## src/pva_pkg.sv

```systemverilog
package pva_pkg;

  localparam logic [15:0] AMP_FULL = 16'hFFFF;

  localparam logic [1:0] REQ_NOTE_ON  = 2'd0;
  localparam logic [1:0] REQ_NOTE_OFF = 2'd1;
  localparam logic [1:0] REQ_TICK     = 2'd2;

  localparam int unsigned CFG_IDX_W = 3;
  localparam int unsigned CFG_DAT_W = 20;
  localparam logic [CFG_IDX_W-1:0] CFG_ATTACK  = 3'd0;
  localparam logic [CFG_IDX_W-1:0] CFG_DECAY   = 3'd1;
  localparam logic [CFG_IDX_W-1:0] CFG_SUSTAIN = 3'd2;
  localparam logic [CFG_IDX_W-1:0] CFG_RELEASE = 3'd3;

  localparam logic [19:0] ATTACK_RST  = 20'd4410;
  localparam logic [19:0] DECAY_RST   = 20'd4410;
  localparam logic [15:0] SUSTAIN_RST = 16'd45875;
  localparam logic [19:0] RELEASE_RST = 20'd8820;

  localparam logic [4:0] DIV_STEPS = 5'd16;

  typedef enum logic [2:0] {
    ST_OFF     = 3'd0,
    ST_ATTACK  = 3'd1,
    ST_DECAY   = 3'd2,
    ST_SUSTAIN = 3'd3,
    ST_RELEASE = 3'd4
  } stage_e;

  typedef enum logic [3:0] {
    S_IDLE,
    S_SCAN_ON,
    S_ALLOC,
    S_SCAN_OFF,
    S_OFF_EMIT,
    S_DIV_START,
    S_DIV,
    S_TICK_UPD,
    S_WAIT_OUT
  } state_e;

  typedef struct packed {
    logic load;
    logic scan_on;
    logic alloc;
    logic scan_off;
    logic emit_off;
    logic div_start;
    logic tick_upd;
    logic cnt_inc;
  } cmd_t;

  typedef struct packed {
    logic [1:0] req_type;
    logic       last_voice;
    logic       div_idle;
    logic       out_taken;
  } sts_t;

endpackage

```

## src/pva_if.sv

```systemverilog
interface pva_req_if;
  logic        valid;
  logic        ready;
  logic [1:0]  req_type;
  logic [6:0]  note;
  logic [15:0] velocity;
  modport source (output valid, req_type, note, velocity, input ready);
  modport sink   (input valid, req_type, note, velocity, output ready);
endinterface

interface pva_res_if;
  logic        valid;
  logic        ready;
  logic [5:0]  voice;
  logic [15:0] gain;
  logic [2:0]  stage;
  logic [7:0]  released_mask;
  logic        last;
  modport source (output valid, voice, gain, stage, released_mask, last, input ready);
  modport sink   (input valid, voice, gain, stage, released_mask, last, output ready);
endinterface

interface pva_cfg_if;
  logic        valid;
  logic        ready;
  logic [2:0]  index;
  logic [19:0] data;
  modport source (output valid, index, data, input ready);
  modport sink   (input valid, index, data, output ready);
endinterface

```

## src/pva_ctrl.sv

```systemverilog
module pva_ctrl (
  input  logic          clk_i,
  input  logic          rst_ni,
  input  logic          req_valid_i,
  input  logic [1:0]    req_type_i,
  output logic          req_ready_o,
  input  pva_pkg::sts_t sts_i,
  output pva_pkg::cmd_t cmd_o
);
  import pva_pkg::*;

  state_e state_q, state_d;

  always_ff @(posedge clk_i or negedge rst_ni) begin
    if (!rst_ni) begin
      state_q <= S_IDLE;
    end else begin
      state_q <= state_d;
    end
  end

  always_comb begin
    state_d = state_q;
    case (state_q)
      S_IDLE: begin
        if (req_valid_i) begin
          case (req_type_i)
            REQ_NOTE_ON:  state_d = S_SCAN_ON;
            REQ_NOTE_OFF: state_d = S_SCAN_OFF;
            REQ_TICK:     state_d = S_DIV_START;
            default:      state_d = S_IDLE;
          endcase
        end
      end
      S_SCAN_ON:   if (sts_i.last_voice) state_d = S_ALLOC;
      S_ALLOC:     state_d = S_WAIT_OUT;
      S_SCAN_OFF:  if (sts_i.last_voice) state_d = S_OFF_EMIT;
      S_OFF_EMIT:  state_d = S_WAIT_OUT;
      S_DIV_START: state_d = S_DIV;
      S_DIV:       if (sts_i.div_idle) state_d = S_TICK_UPD;
      S_TICK_UPD:  state_d = S_WAIT_OUT;
      S_WAIT_OUT: begin
        if (sts_i.out_taken) begin
          if (sts_i.req_type == REQ_TICK && !sts_i.last_voice) state_d = S_DIV_START;
          else state_d = S_IDLE;
        end
      end
      default: state_d = S_IDLE;
    endcase
  end

  always_comb begin
    cmd_o       = '0;
    req_ready_o = 1'b0;
    case (state_q)
      S_IDLE: begin
        req_ready_o = 1'b1;
        cmd_o.load  = req_valid_i;
      end
      S_SCAN_ON: begin
        cmd_o.scan_on = 1'b1;
        cmd_o.cnt_inc = !sts_i.last_voice;
      end
      S_ALLOC: cmd_o.alloc = 1'b1;
      S_SCAN_OFF: begin
        cmd_o.scan_off = 1'b1;
        cmd_o.cnt_inc  = !sts_i.last_voice;
      end
      S_OFF_EMIT:  cmd_o.emit_off = 1'b1;
      S_DIV_START: cmd_o.div_start = 1'b1;
      S_TICK_UPD:  cmd_o.tick_upd = 1'b1;
      S_WAIT_OUT: begin
        cmd_o.cnt_inc = sts_i.out_taken && sts_i.req_type == REQ_TICK && !sts_i.last_voice;
      end
      default: ;
    endcase
  end

endmodule

```

## src/pva_dp.sv

```systemverilog
module pva_dp #(
  parameter int unsigned VOICES = 8
) (
  input  logic                           clk_i,
  input  logic                           rst_ni,
  input  logic [1:0]                     req_type_i,
  input  logic [6:0]                     note_i,
  input  logic [15:0]                    velocity_i,
  input  logic                           cfg_valid_i,
  input  logic [pva_pkg::CFG_IDX_W-1:0]  cfg_index_i,
  input  logic [pva_pkg::CFG_DAT_W-1:0]  cfg_data_i,
  input  logic                           res_ready_i,
  output logic                           res_valid_o,
  output logic [5:0]                     voice_o,
  output logic [15:0]                    gain_o,
  output logic [2:0]                     stage_o,
  output logic [7:0]                     released_mask_o,
  output logic                           last_o,
  input  pva_pkg::cmd_t                  cmd_i,
  output pva_pkg::sts_t                  sts_o
);
  import pva_pkg::*;

  localparam int unsigned VW = (VOICES > 1) ? $clog2(VOICES) : 1;
  localparam logic [VW-1:0] LAST_IDX = VW'(VOICES - 1);

  logic [19:0] attack_q, decay_q, release_q;
  logic [15:0] sustain_q;

  logic [6:0]  note_q [VOICES];
  logic [15:0] vel_q  [VOICES];
  stage_e      stg_q  [VOICES];
  logic [15:0] amp_q  [VOICES];
  logic [19:0] el_q   [VOICES];
  logic [15:0] rs_q   [VOICES];

  logic [1:0]    req_type_q;
  logic [6:0]    in_note_q;
  logic [15:0]   in_vel_q;
  logic [VW-1:0] cnt_q;

  logic          off_found_q, rel_found_q;
  logic [VW-1:0] off_idx_q, rel_idx_q, best_idx_q;
  logic [19:0]   best_q;
  logic [7:0]    mask_q;

  logic [20:0] rem_q;
  logic [15:0] quo_q;
  logic [19:0] dvs_q;
  logic [4:0]  dcnt_q;

  logic        res_valid_q, last_q;
  logic [5:0]  voice_q;
  logic [15:0] gain_q;
  logic [2:0]  stage_q;
  logic [7:0]  rmask_q;

  always_ff @(posedge clk_i or negedge rst_ni) begin
    if (!rst_ni) begin
      attack_q  <= ATTACK_RST;
      decay_q   <= DECAY_RST;
      sustain_q <= SUSTAIN_RST;
      release_q <= RELEASE_RST;
    end else if (cfg_valid_i) begin
      case (cfg_index_i)
        CFG_ATTACK:  attack_q  <= cfg_data_i;
        CFG_DECAY:   decay_q   <= cfg_data_i;
        CFG_SUSTAIN: sustain_q <= cfg_data_i[15:0];
        CFG_RELEASE: release_q <= cfg_data_i;
        default: ;
      endcase
    end
  end

  // Current voice, read through the scan counter
  stage_e      cur_stg;
  logic [15:0] cur_amp;
  logic [19:0] cur_el;
  logic [20:0] el_inc;
  logic [VW-1:0] alloc_idx;

  assign cur_stg = stg_q[cnt_q];
  assign cur_amp = amp_q[cnt_q];
  assign cur_el  = el_q[cnt_q];
  assign el_inc  = {1'b0, cur_el} + 21'd1;
  assign alloc_idx = off_found_q ? off_idx_q : (rel_found_q ? rel_idx_q : best_idx_q);

  // Divider operands; a duration of zero acts as one
  logic [15:0] dvd;
  logic [19:0] dvs;
  always_comb begin
    dvd = '0;
    dvs = 20'd1;
    case (cur_stg)
      ST_ATTACK: begin
        dvd = AMP_FULL;
        dvs = (attack_q == '0) ? 20'd1 : attack_q;
      end
      ST_DECAY: begin
        dvd = AMP_FULL - sustain_q;
        dvs = (decay_q == '0) ? 20'd1 : decay_q;
      end
      ST_RELEASE: begin
        dvd = rs_q[cnt_q];
        dvs = (release_q == '0) ? 20'd1 : release_q;
      end
      default: ;
    endcase
  end

  logic [20:0] rem_sh;
  assign rem_sh = {rem_q[19:0], quo_q[15]};

  // One envelope step for the current voice
  stage_e      nxt_stg;
  logic [15:0] nxt_amp;
  logic [19:0] nxt_el;
  logic        clr_rs;
  logic [16:0] amp_sum;
  logic [31:0] prod;
  assign amp_sum = {1'b0, cur_amp} + {1'b0, quo_q};
  always_comb begin
    nxt_stg = cur_stg;
    nxt_amp = cur_amp;
    nxt_el  = cur_el;
    clr_rs  = 1'b0;
    case (cur_stg)
      ST_ATTACK: begin
        nxt_amp = amp_sum[16] ? AMP_FULL : amp_sum[15:0];
        nxt_el  = el_inc[19:0];
        if (el_inc >= {1'b0, dvs}) begin
          nxt_amp = AMP_FULL;
          nxt_stg = ST_DECAY;
          nxt_el  = '0;
        end
      end
      ST_DECAY: begin
        nxt_amp = (cur_amp > quo_q) ? cur_amp - quo_q : 16'd0;
        nxt_el  = el_inc[19:0];
        if (el_inc >= {1'b0, dvs}) begin
          nxt_amp = sustain_q;
          nxt_stg = ST_SUSTAIN;
          nxt_el  = '0;
        end
      end
      ST_RELEASE: begin
        nxt_amp = (cur_amp > quo_q) ? cur_amp - quo_q : 16'd0;
        nxt_el  = el_inc[19:0];
        if (el_inc >= {1'b0, dvs}) begin
          nxt_amp = '0;
          nxt_stg = ST_OFF;
          nxt_el  = '0;
          clr_rs  = 1'b1;
        end
      end
      default: ;
    endcase
  end
  assign prod = nxt_amp * vel_q[cnt_q];

  always_ff @(posedge clk_i or negedge rst_ni) begin
    if (!rst_ni) begin
      for (int i = 0; i < VOICES; i++) begin
        note_q[i] <= '0;
        vel_q[i]  <= '0;
        stg_q[i]  <= ST_OFF;
        amp_q[i]  <= '0;
        el_q[i]   <= '0;
        rs_q[i]   <= '0;
      end
    end else if (cmd_i.alloc) begin
      note_q[alloc_idx] <= in_note_q;
      vel_q[alloc_idx]  <= in_vel_q;
      stg_q[alloc_idx]  <= ST_ATTACK;
      amp_q[alloc_idx]  <= '0;
      el_q[alloc_idx]   <= '0;
      rs_q[alloc_idx]   <= '0;
    end else if (cmd_i.scan_off) begin
      if (note_q[cnt_q] == in_note_q &&
          (cur_stg == ST_ATTACK || cur_stg == ST_DECAY || cur_stg == ST_SUSTAIN)) begin
        stg_q[cnt_q] <= ST_RELEASE;
        el_q[cnt_q]  <= '0;
        rs_q[cnt_q]  <= cur_amp;
      end
    end else if (cmd_i.tick_upd) begin
      stg_q[cnt_q] <= nxt_stg;
      amp_q[cnt_q] <= nxt_amp;
      el_q[cnt_q]  <= nxt_el;
      if (clr_rs) rs_q[cnt_q] <= '0;
    end
  end

  always_ff @(posedge clk_i or negedge rst_ni) begin
    if (!rst_ni) begin
      req_type_q  <= '0;
      cnt_q       <= '0;
      off_found_q <= 1'b0;
      rel_found_q <= 1'b0;
      dcnt_q      <= '0;
      res_valid_q <= 1'b0;
    end else begin
      if (cmd_i.load) begin
        req_type_q  <= req_type_i;
        cnt_q       <= '0;
        off_found_q <= 1'b0;
        rel_found_q <= 1'b0;
      end else if (cmd_i.cnt_inc) begin
        cnt_q <= cnt_q + VW'(1);
      end
      if (cmd_i.scan_on) begin
        if (cur_stg == ST_OFF && !off_found_q) off_found_q <= 1'b1;
        if (cur_stg == ST_RELEASE && !rel_found_q) rel_found_q <= 1'b1;
      end
      if (cmd_i.div_start) dcnt_q <= DIV_STEPS;
      else if (dcnt_q != '0) dcnt_q <= dcnt_q - 5'd1;
      if (cmd_i.alloc || cmd_i.emit_off || cmd_i.tick_upd) res_valid_q <= 1'b1;
      else if (res_ready_i) res_valid_q <= 1'b0;
    end
  end

  // Payload registers
  always_ff @(posedge clk_i) begin
    if (cmd_i.load) begin
      in_note_q <= note_i;
      in_vel_q  <= velocity_i;
      mask_q    <= '0;
    end
    if (cmd_i.scan_on) begin
      if (cur_stg == ST_OFF && !off_found_q) off_idx_q <= cnt_q;
      if (cur_stg == ST_RELEASE && !rel_found_q) rel_idx_q <= cnt_q;
      if (cnt_q == '0 || cur_el > best_q) begin
        best_q     <= cur_el;
        best_idx_q <= cnt_q;
      end
    end
    if (cmd_i.scan_off && note_q[cnt_q] == in_note_q &&
        (cur_stg == ST_ATTACK || cur_stg == ST_DECAY || cur_stg == ST_SUSTAIN)) begin
      mask_q <= mask_q | (8'd1 << cnt_q);
    end
    if (cmd_i.div_start) begin
      rem_q <= '0;
      quo_q <= dvd;
      dvs_q <= dvs;
    end else if (dcnt_q != '0) begin
      if (rem_sh >= {1'b0, dvs_q}) begin
        rem_q <= rem_sh - {1'b0, dvs_q};
        quo_q <= {quo_q[14:0], 1'b1};
      end else begin
        rem_q <= rem_sh;
        quo_q <= {quo_q[14:0], 1'b0};
      end
    end
    if (cmd_i.alloc) begin
      voice_q <= 6'(alloc_idx);
      gain_q  <= '0;
      stage_q <= ST_ATTACK;
      rmask_q <= '0;
      last_q  <= 1'b1;
    end else if (cmd_i.emit_off) begin
      voice_q <= '0;
      gain_q  <= '0;
      stage_q <= ST_OFF;
      rmask_q <= mask_q;
      last_q  <= 1'b1;
    end else if (cmd_i.tick_upd) begin
      voice_q <= 6'(cnt_q);
      gain_q  <= (cur_stg == ST_OFF) ? 16'd0 : prod[31:16];
      stage_q <= nxt_stg;
      rmask_q <= '0;
      last_q  <= (cnt_q == LAST_IDX);
    end
  end

  assign res_valid_o     = res_valid_q;
  assign voice_o         = voice_q;
  assign gain_o          = gain_q;
  assign stage_o         = stage_q;
  assign released_mask_o = rmask_q;
  assign last_o          = last_q;

  assign sts_o.req_type   = req_type_q;
  assign sts_o.last_voice = (cnt_q == LAST_IDX);
  assign sts_o.div_idle   = (dcnt_q == '0);
  assign sts_o.out_taken  = res_valid_q && res_ready_i;

endmodule

```

## src/polyphonic_voice_allocator_adsr_top.sv

```systemverilog
// Channel | Dir | Carries
// req     | in  | req_type, note, velocity
// res     | out | voice, gain, stage, released_mask, last
// cfg     | in  | index, data (always ready)
//
// Note on / note off: accept, a scan of every voice in turn, result load,
// hand-off; the result is registered at the result load.
// Tick, for each voice in turn: start, the 16-step serial divider for the
// envelope step, update, hand-off.
// One item in flight; a result left waiting for res.ready stalls the item.
// Reset clears every voice to off and the envelope settings to their defaults.
module polyphonic_voice_allocator_adsr_top #(
  parameter int unsigned VOICES = 8
) (
  input logic      clk_i,
  input logic      rst_ni,
  pva_req_if.sink  req,
  pva_res_if.source res,
  pva_cfg_if.sink  cfg
);
  import pva_pkg::*;

  cmd_t cmd;
  sts_t sts;

  assign cfg.ready = 1'b1;

  pva_ctrl u_ctrl (
    .clk_i       (clk_i),
    .rst_ni      (rst_ni),
    .req_valid_i (req.valid),
    .req_type_i  (req.req_type),
    .req_ready_o (req.ready),
    .sts_i       (sts),
    .cmd_o       (cmd)
  );

  pva_dp #(.VOICES(VOICES)) u_dp (
    .clk_i           (clk_i),
    .rst_ni          (rst_ni),
    .req_type_i      (req.req_type),
    .note_i          (req.note),
    .velocity_i      (req.velocity),
    .cfg_valid_i     (cfg.valid),
    .cfg_index_i     (cfg.index),
    .cfg_data_i      (cfg.data),
    .res_ready_i     (res.ready),
    .res_valid_o     (res.valid),
    .voice_o         (res.voice),
    .gain_o          (res.gain),
    .stage_o         (res.stage),
    .released_mask_o (res.released_mask),
    .last_o          (res.last),
    .cmd_i           (cmd),
    .sts_o           (sts)
  );

endmodule

```

## src/flat_wrapper.sv

```systemverilog
// flat-port wrapper written by rule: the top's interface ports become plain ports
module polyphonic_voice_allocator_adsr_top_flat import pva_pkg::*;
#(
  parameter int unsigned VOICES = 8
)
  (clk_i, rst_ni, req_valid, req_req_type, req_note, req_velocity, req_ready, res_valid, res_voice, res_gain, res_stage, res_released_mask, res_last, res_ready, cfg_valid, cfg_index, cfg_data, cfg_ready);
  pva_req_if req_i ();
  pva_res_if res_i ();
  pva_cfg_if cfg_i ();
  input logic clk_i;
  input logic rst_ni;
  input wire logic [$bits(req_i.valid)-1:0] req_valid;
  input wire logic [$bits(req_i.req_type)-1:0] req_req_type;
  input wire logic [$bits(req_i.note)-1:0] req_note;
  input wire logic [$bits(req_i.velocity)-1:0] req_velocity;
  output wire logic [$bits(req_i.ready)-1:0] req_ready;
  output wire logic [$bits(res_i.valid)-1:0] res_valid;
  output wire logic [$bits(res_i.voice)-1:0] res_voice;
  output wire logic [$bits(res_i.gain)-1:0] res_gain;
  output wire logic [$bits(res_i.stage)-1:0] res_stage;
  output wire logic [$bits(res_i.released_mask)-1:0] res_released_mask;
  output wire logic [$bits(res_i.last)-1:0] res_last;
  input wire logic [$bits(res_i.ready)-1:0] res_ready;
  input wire logic [$bits(cfg_i.valid)-1:0] cfg_valid;
  input wire logic [$bits(cfg_i.index)-1:0] cfg_index;
  input wire logic [$bits(cfg_i.data)-1:0] cfg_data;
  output wire logic [$bits(cfg_i.ready)-1:0] cfg_ready;
  assign req_i.valid = req_valid;
  assign req_i.req_type = req_req_type;
  assign req_i.note = req_note;
  assign req_i.velocity = req_velocity;
  assign req_ready = req_i.ready;
  assign res_valid = res_i.valid;
  assign res_voice = res_i.voice;
  assign res_gain = res_i.gain;
  assign res_stage = res_i.stage;
  assign res_released_mask = res_i.released_mask;
  assign res_last = res_i.last;
  assign res_i.ready = res_ready;
  assign cfg_i.valid = cfg_valid;
  assign cfg_i.index = cfg_index;
  assign cfg_i.data = cfg_data;
  assign cfg_ready = cfg_i.ready;
  polyphonic_voice_allocator_adsr_top #(.VOICES(VOICES)) u_core (.clk_i(clk_i), .rst_ni(rst_ni), .req(req_i), .res(res_i), .cfg(cfg_i));
endmodule
```

## config.mk

```make
export PLATFORM = sky130hd
export DESIGN_NAME = polyphonic_voice_allocator_adsr_top_flat
export DESIGN_NICKNAME = d
export VERILOG_FILES = /design/src/pva_pkg.sv /design/src/pva_if.sv /design/src/pva_ctrl.sv /design/src/pva_dp.sv /design/src/polyphonic_voice_allocator_adsr_top.sv /design/src/flat_wrapper.sv
export SDC_FILE = /design/constraint.sdc
export NUM_CORES = 2
export LEC_CHECK = 0
export ABC_CLOCK_PERIOD_IN_PS = 25700
export BUFFER_PORTS_ARGS = -buffer_cell sky130_fd_sc_hd__buf_2
export CORE_UTILIZATION = 45
export DETAILED_ROUTE_END_ITERATION = 10
export PLACE_DENSITY = 0.59
export SETUP_SLACK_MARGIN = 0.02
export SLEW_MARGIN = 30
export SYNTH_ARGS = -nofsm -noshare
export SYNTH_HDL_FRONTEND = slang
export SYNTH_HIERARCHICAL = 1
export SYNTH_SLANG_ARGS = --single-unit
```

## constraint.sdc

```tcl
create_clock -name clk_i -period 25.7 [get_ports clk_i]
set_input_delay 5.14 -clock clk_i [delete_from_list [all_inputs] [get_ports clk_i]]
set_output_delay 5.14 -clock clk_i [all_outputs]
set_load 0.01 [all_outputs]
```

==> results.toml <==
[synthesis]
synthCells = 4940
yosys_warnings = 6
async_flop_share_pct = 83.0
seq_area_frac_synth_pct = 43.7
syn_area_mm2 = 0.0501
avgSynthCellArea_um2 = 10.1
synth_edf_count = 99
synth_cell_types = 116
synth_ff_type = "dfrtp_1"
ys_ff_latch = 864

[critical_path]
reg2reg_setup_slack_ns = 10.92
cp-end-kind = "register"
reg2reg_depth = 47
max_stage_delay_ns = 0.69
crit_family = "compound AO/OA/AOI/OAI gates"
start_kind = "register"
worstPathMaxFanout = 34
required_ns = 26.24
cp_slowest_cell = "a211oi_1"
crit_type = "register to register"
critPathBufInv = 6
cp.depth = 47
crit_top_cell = "fa_1"
cp.arrival_ns = 15.32

[global_route]
grt_pass1_vias = 39300
grt_usage_pct = 29.5
grt_overflow = 0
grt_max_degree = 142
antenna_found_initial = 4
grt_pass1_wl_um = 252000

[timing]
drv_slew = 0
rsz0062_at_grt = "false"
fin_crit_sh_pct = 57.5
finalHoldViolations = 0
setup_viol = 0
worst_pin_slew_ns = 1.07
post-route-min-period_ns = 14.78
fin_tns_setup_ns = 0
fin_worst_skew_ns = 0.0326
max_freq_mhz = 67.7
relSlewSlack_pct = 28.6

[die]
start_util_pct = 45.3
io-pin-count = 90
die_w_um = 336
coreArea_mm2 = 0.111
die-area_mm2 = 0.113
fp-row-count = 122
die_y_um = 336

[run_status]
status = "completed"

[clock_network]
cts_htree_levels = 3
hold_buffers = 0
clock_latency_ns = 0.69
clock_sinks = 864
cts_buffers = 94
cts_buffer_depth = 3
post_cts_buffers = 0
cts_tree = "yes"
clkTransAtPathRegs_ns = 0.06
cts_resized = 0
cts_root_buf = "clkbuf_16"

[routing]
viasPerCell = 6.09
dr.first_iter.drc_count = 3708
wl_per_cell_um = 25.5
drt_first_pass_iters = 7
vias = 39500
totalWireLength_um = 165000
drc = 0
antenna_left = 0

[run]
max-cap-violations = 0

[place]
io_buffer_count = 85
dp_hpwl_um = 113000
gp_congestion = 0.940

[layout]
diodes = 0
final_nets = 5378
syn2layout_area_growth_pct = 10.8
drive_above_1_share_pct = 16.0

[worst_hold_path]
hp-class = "register to register"
hold_depth = 2
[kinds of logic after synthesis]
kind of cell               share of synthesized area (%)
muxes                                               8.13
buffers and inverters                               5.61
AOI/OAI and AO/OA                                   16.4
and+or+nand+nor                                     12.1
DFF                                                 43.7
xor gates and xnor gates                            1.21
adders and majority gates                           12.9
other                                             0.0150
[final timing paths]
kind,start,endpoint
max,u_core/u_dp/cnt_q[2],u_core/u_dp/gain_o[10]
min,u_core/u_dp/gain_o[9],u_core/u_dp/gain_o[9]
max reg2reg,u_core/u_dp/cnt_q[2],u_core/u_dp/gain_o[10]
min reg2reg,u_core/u_dp/gain_o[9],u_core/u_dp/gain_o[9]
max in group asynchronous,rst_ni,u_core/u_dp/rs_q[28]
min in group asynchronous,rst_ni,u_core/u_dp/dcnt_q[4]
[cell type report]
type,instances,area [um^2]
clock buffers,132,2700
clock inverters,41,502
fillers,10200,55000
inverters,381,1430
multi-input cells,3379,25700
flip-flops and latches,864,21900
well taps,1488,1860
repair buffers,207,1430
[cells in the mapped netlist (all sizes together), types with 48 or more instances]
master	number	area share (%)
o21ai	462	4.6
a22o	139	2.4
nor2	308	2.3
xnor2	53	0.93
dfxtp	48	1.9
a21oi	157	1.6
fa	196	7.8
inv	380	2.8
edfxtp	99	5.9
a22oi	83	1.3
buf	77	0.94
o22ai	129	1.6
nand3	70	0.70
nand2	586	4.4
ha	202	5.0
clkbuf	241	1.8
mux2	291	6.5
dfrtp	690	34
nand2b	62	0.77
[per-layer routing]
metal	global-route usage, %	part of all wire, %
met5	0	0
met4	9.38	3.3
met3	4.97	7.7
met2	47.2	46
met1	40.9	43
[per-stage QoR]
stage                     worst slack [ns]  hold WS [ns]  instances  cell area [um^2]  utilization [%]
after global routing                 10.24         0.471       6492             55500             50.2
final                                10.92         0.448       6492             55500             50.2
after floorplan                      14.21         0.443       4942             50100                -
after detailed placement             11.25         0.438       6319             52300             47.3
after CTS                            11.16         0.448       6492             55500             50.2
after global placement               11.48         0.435       6315             52100             47.2
[worst register-to-register path: cells and delay by family (launching register included)]
family          cells  cell delay (ns)
simple gates       12             3.44
fa+ha+maj           9             3.90
flops               1             0.65
buf+inv             6             1.25
compound gates     19             5.23
xor+xnor            1             0.17
[flip-flops by register name (all words and copies together), names as in the netlist, 20 cells and up]
register,flops
u_core/u_dp/attack_q,20
u_core/u_dp/el_q,160
u_core/u_dp/rs_q,128
u_core/u_dp/rem_q,20
u_core/u_dp/dvs_q,20
u_core/u_dp/decay_q,20
u_core/u_dp/stg_q,24
u_core/u_dp/amp_q,128
u_core/u_dp/note_q,56
u_core/u_dp/vel_q,128
u_core/u_dp/release_q,20
u_core/u_dp/best_q,20
[layout by cell type (no fill, tap or decap), types with 23 or more instances in the layout]
cell type,n
ha_1,202
nor2b_1,34
dfrtp_1,687
buf_2,84
dfxtp_1,48
clkbuf_16,98
buf_4,114
edfxtp_1,99
dfstp_2,27
mux2_2,285
nand3_1,68
inv_1,377
a21o_1,35
o21ai_1,23
nand2_1,574
nor2_1,293
a22o_1,139
a22oi_1,82
o22ai_1,128
fa_1,196
xnor2_1,53
nor4_1,26
a221oi_1,27
nor3_1,26
nand2b_1,61
mux2i_1,41
and2_1,29
o21ai_0,436
a21oi_1,152
Power is left out: the tool's default activity adds up to more than one toggle a clock period on the data nets, which glitch-free logic cannot reach.
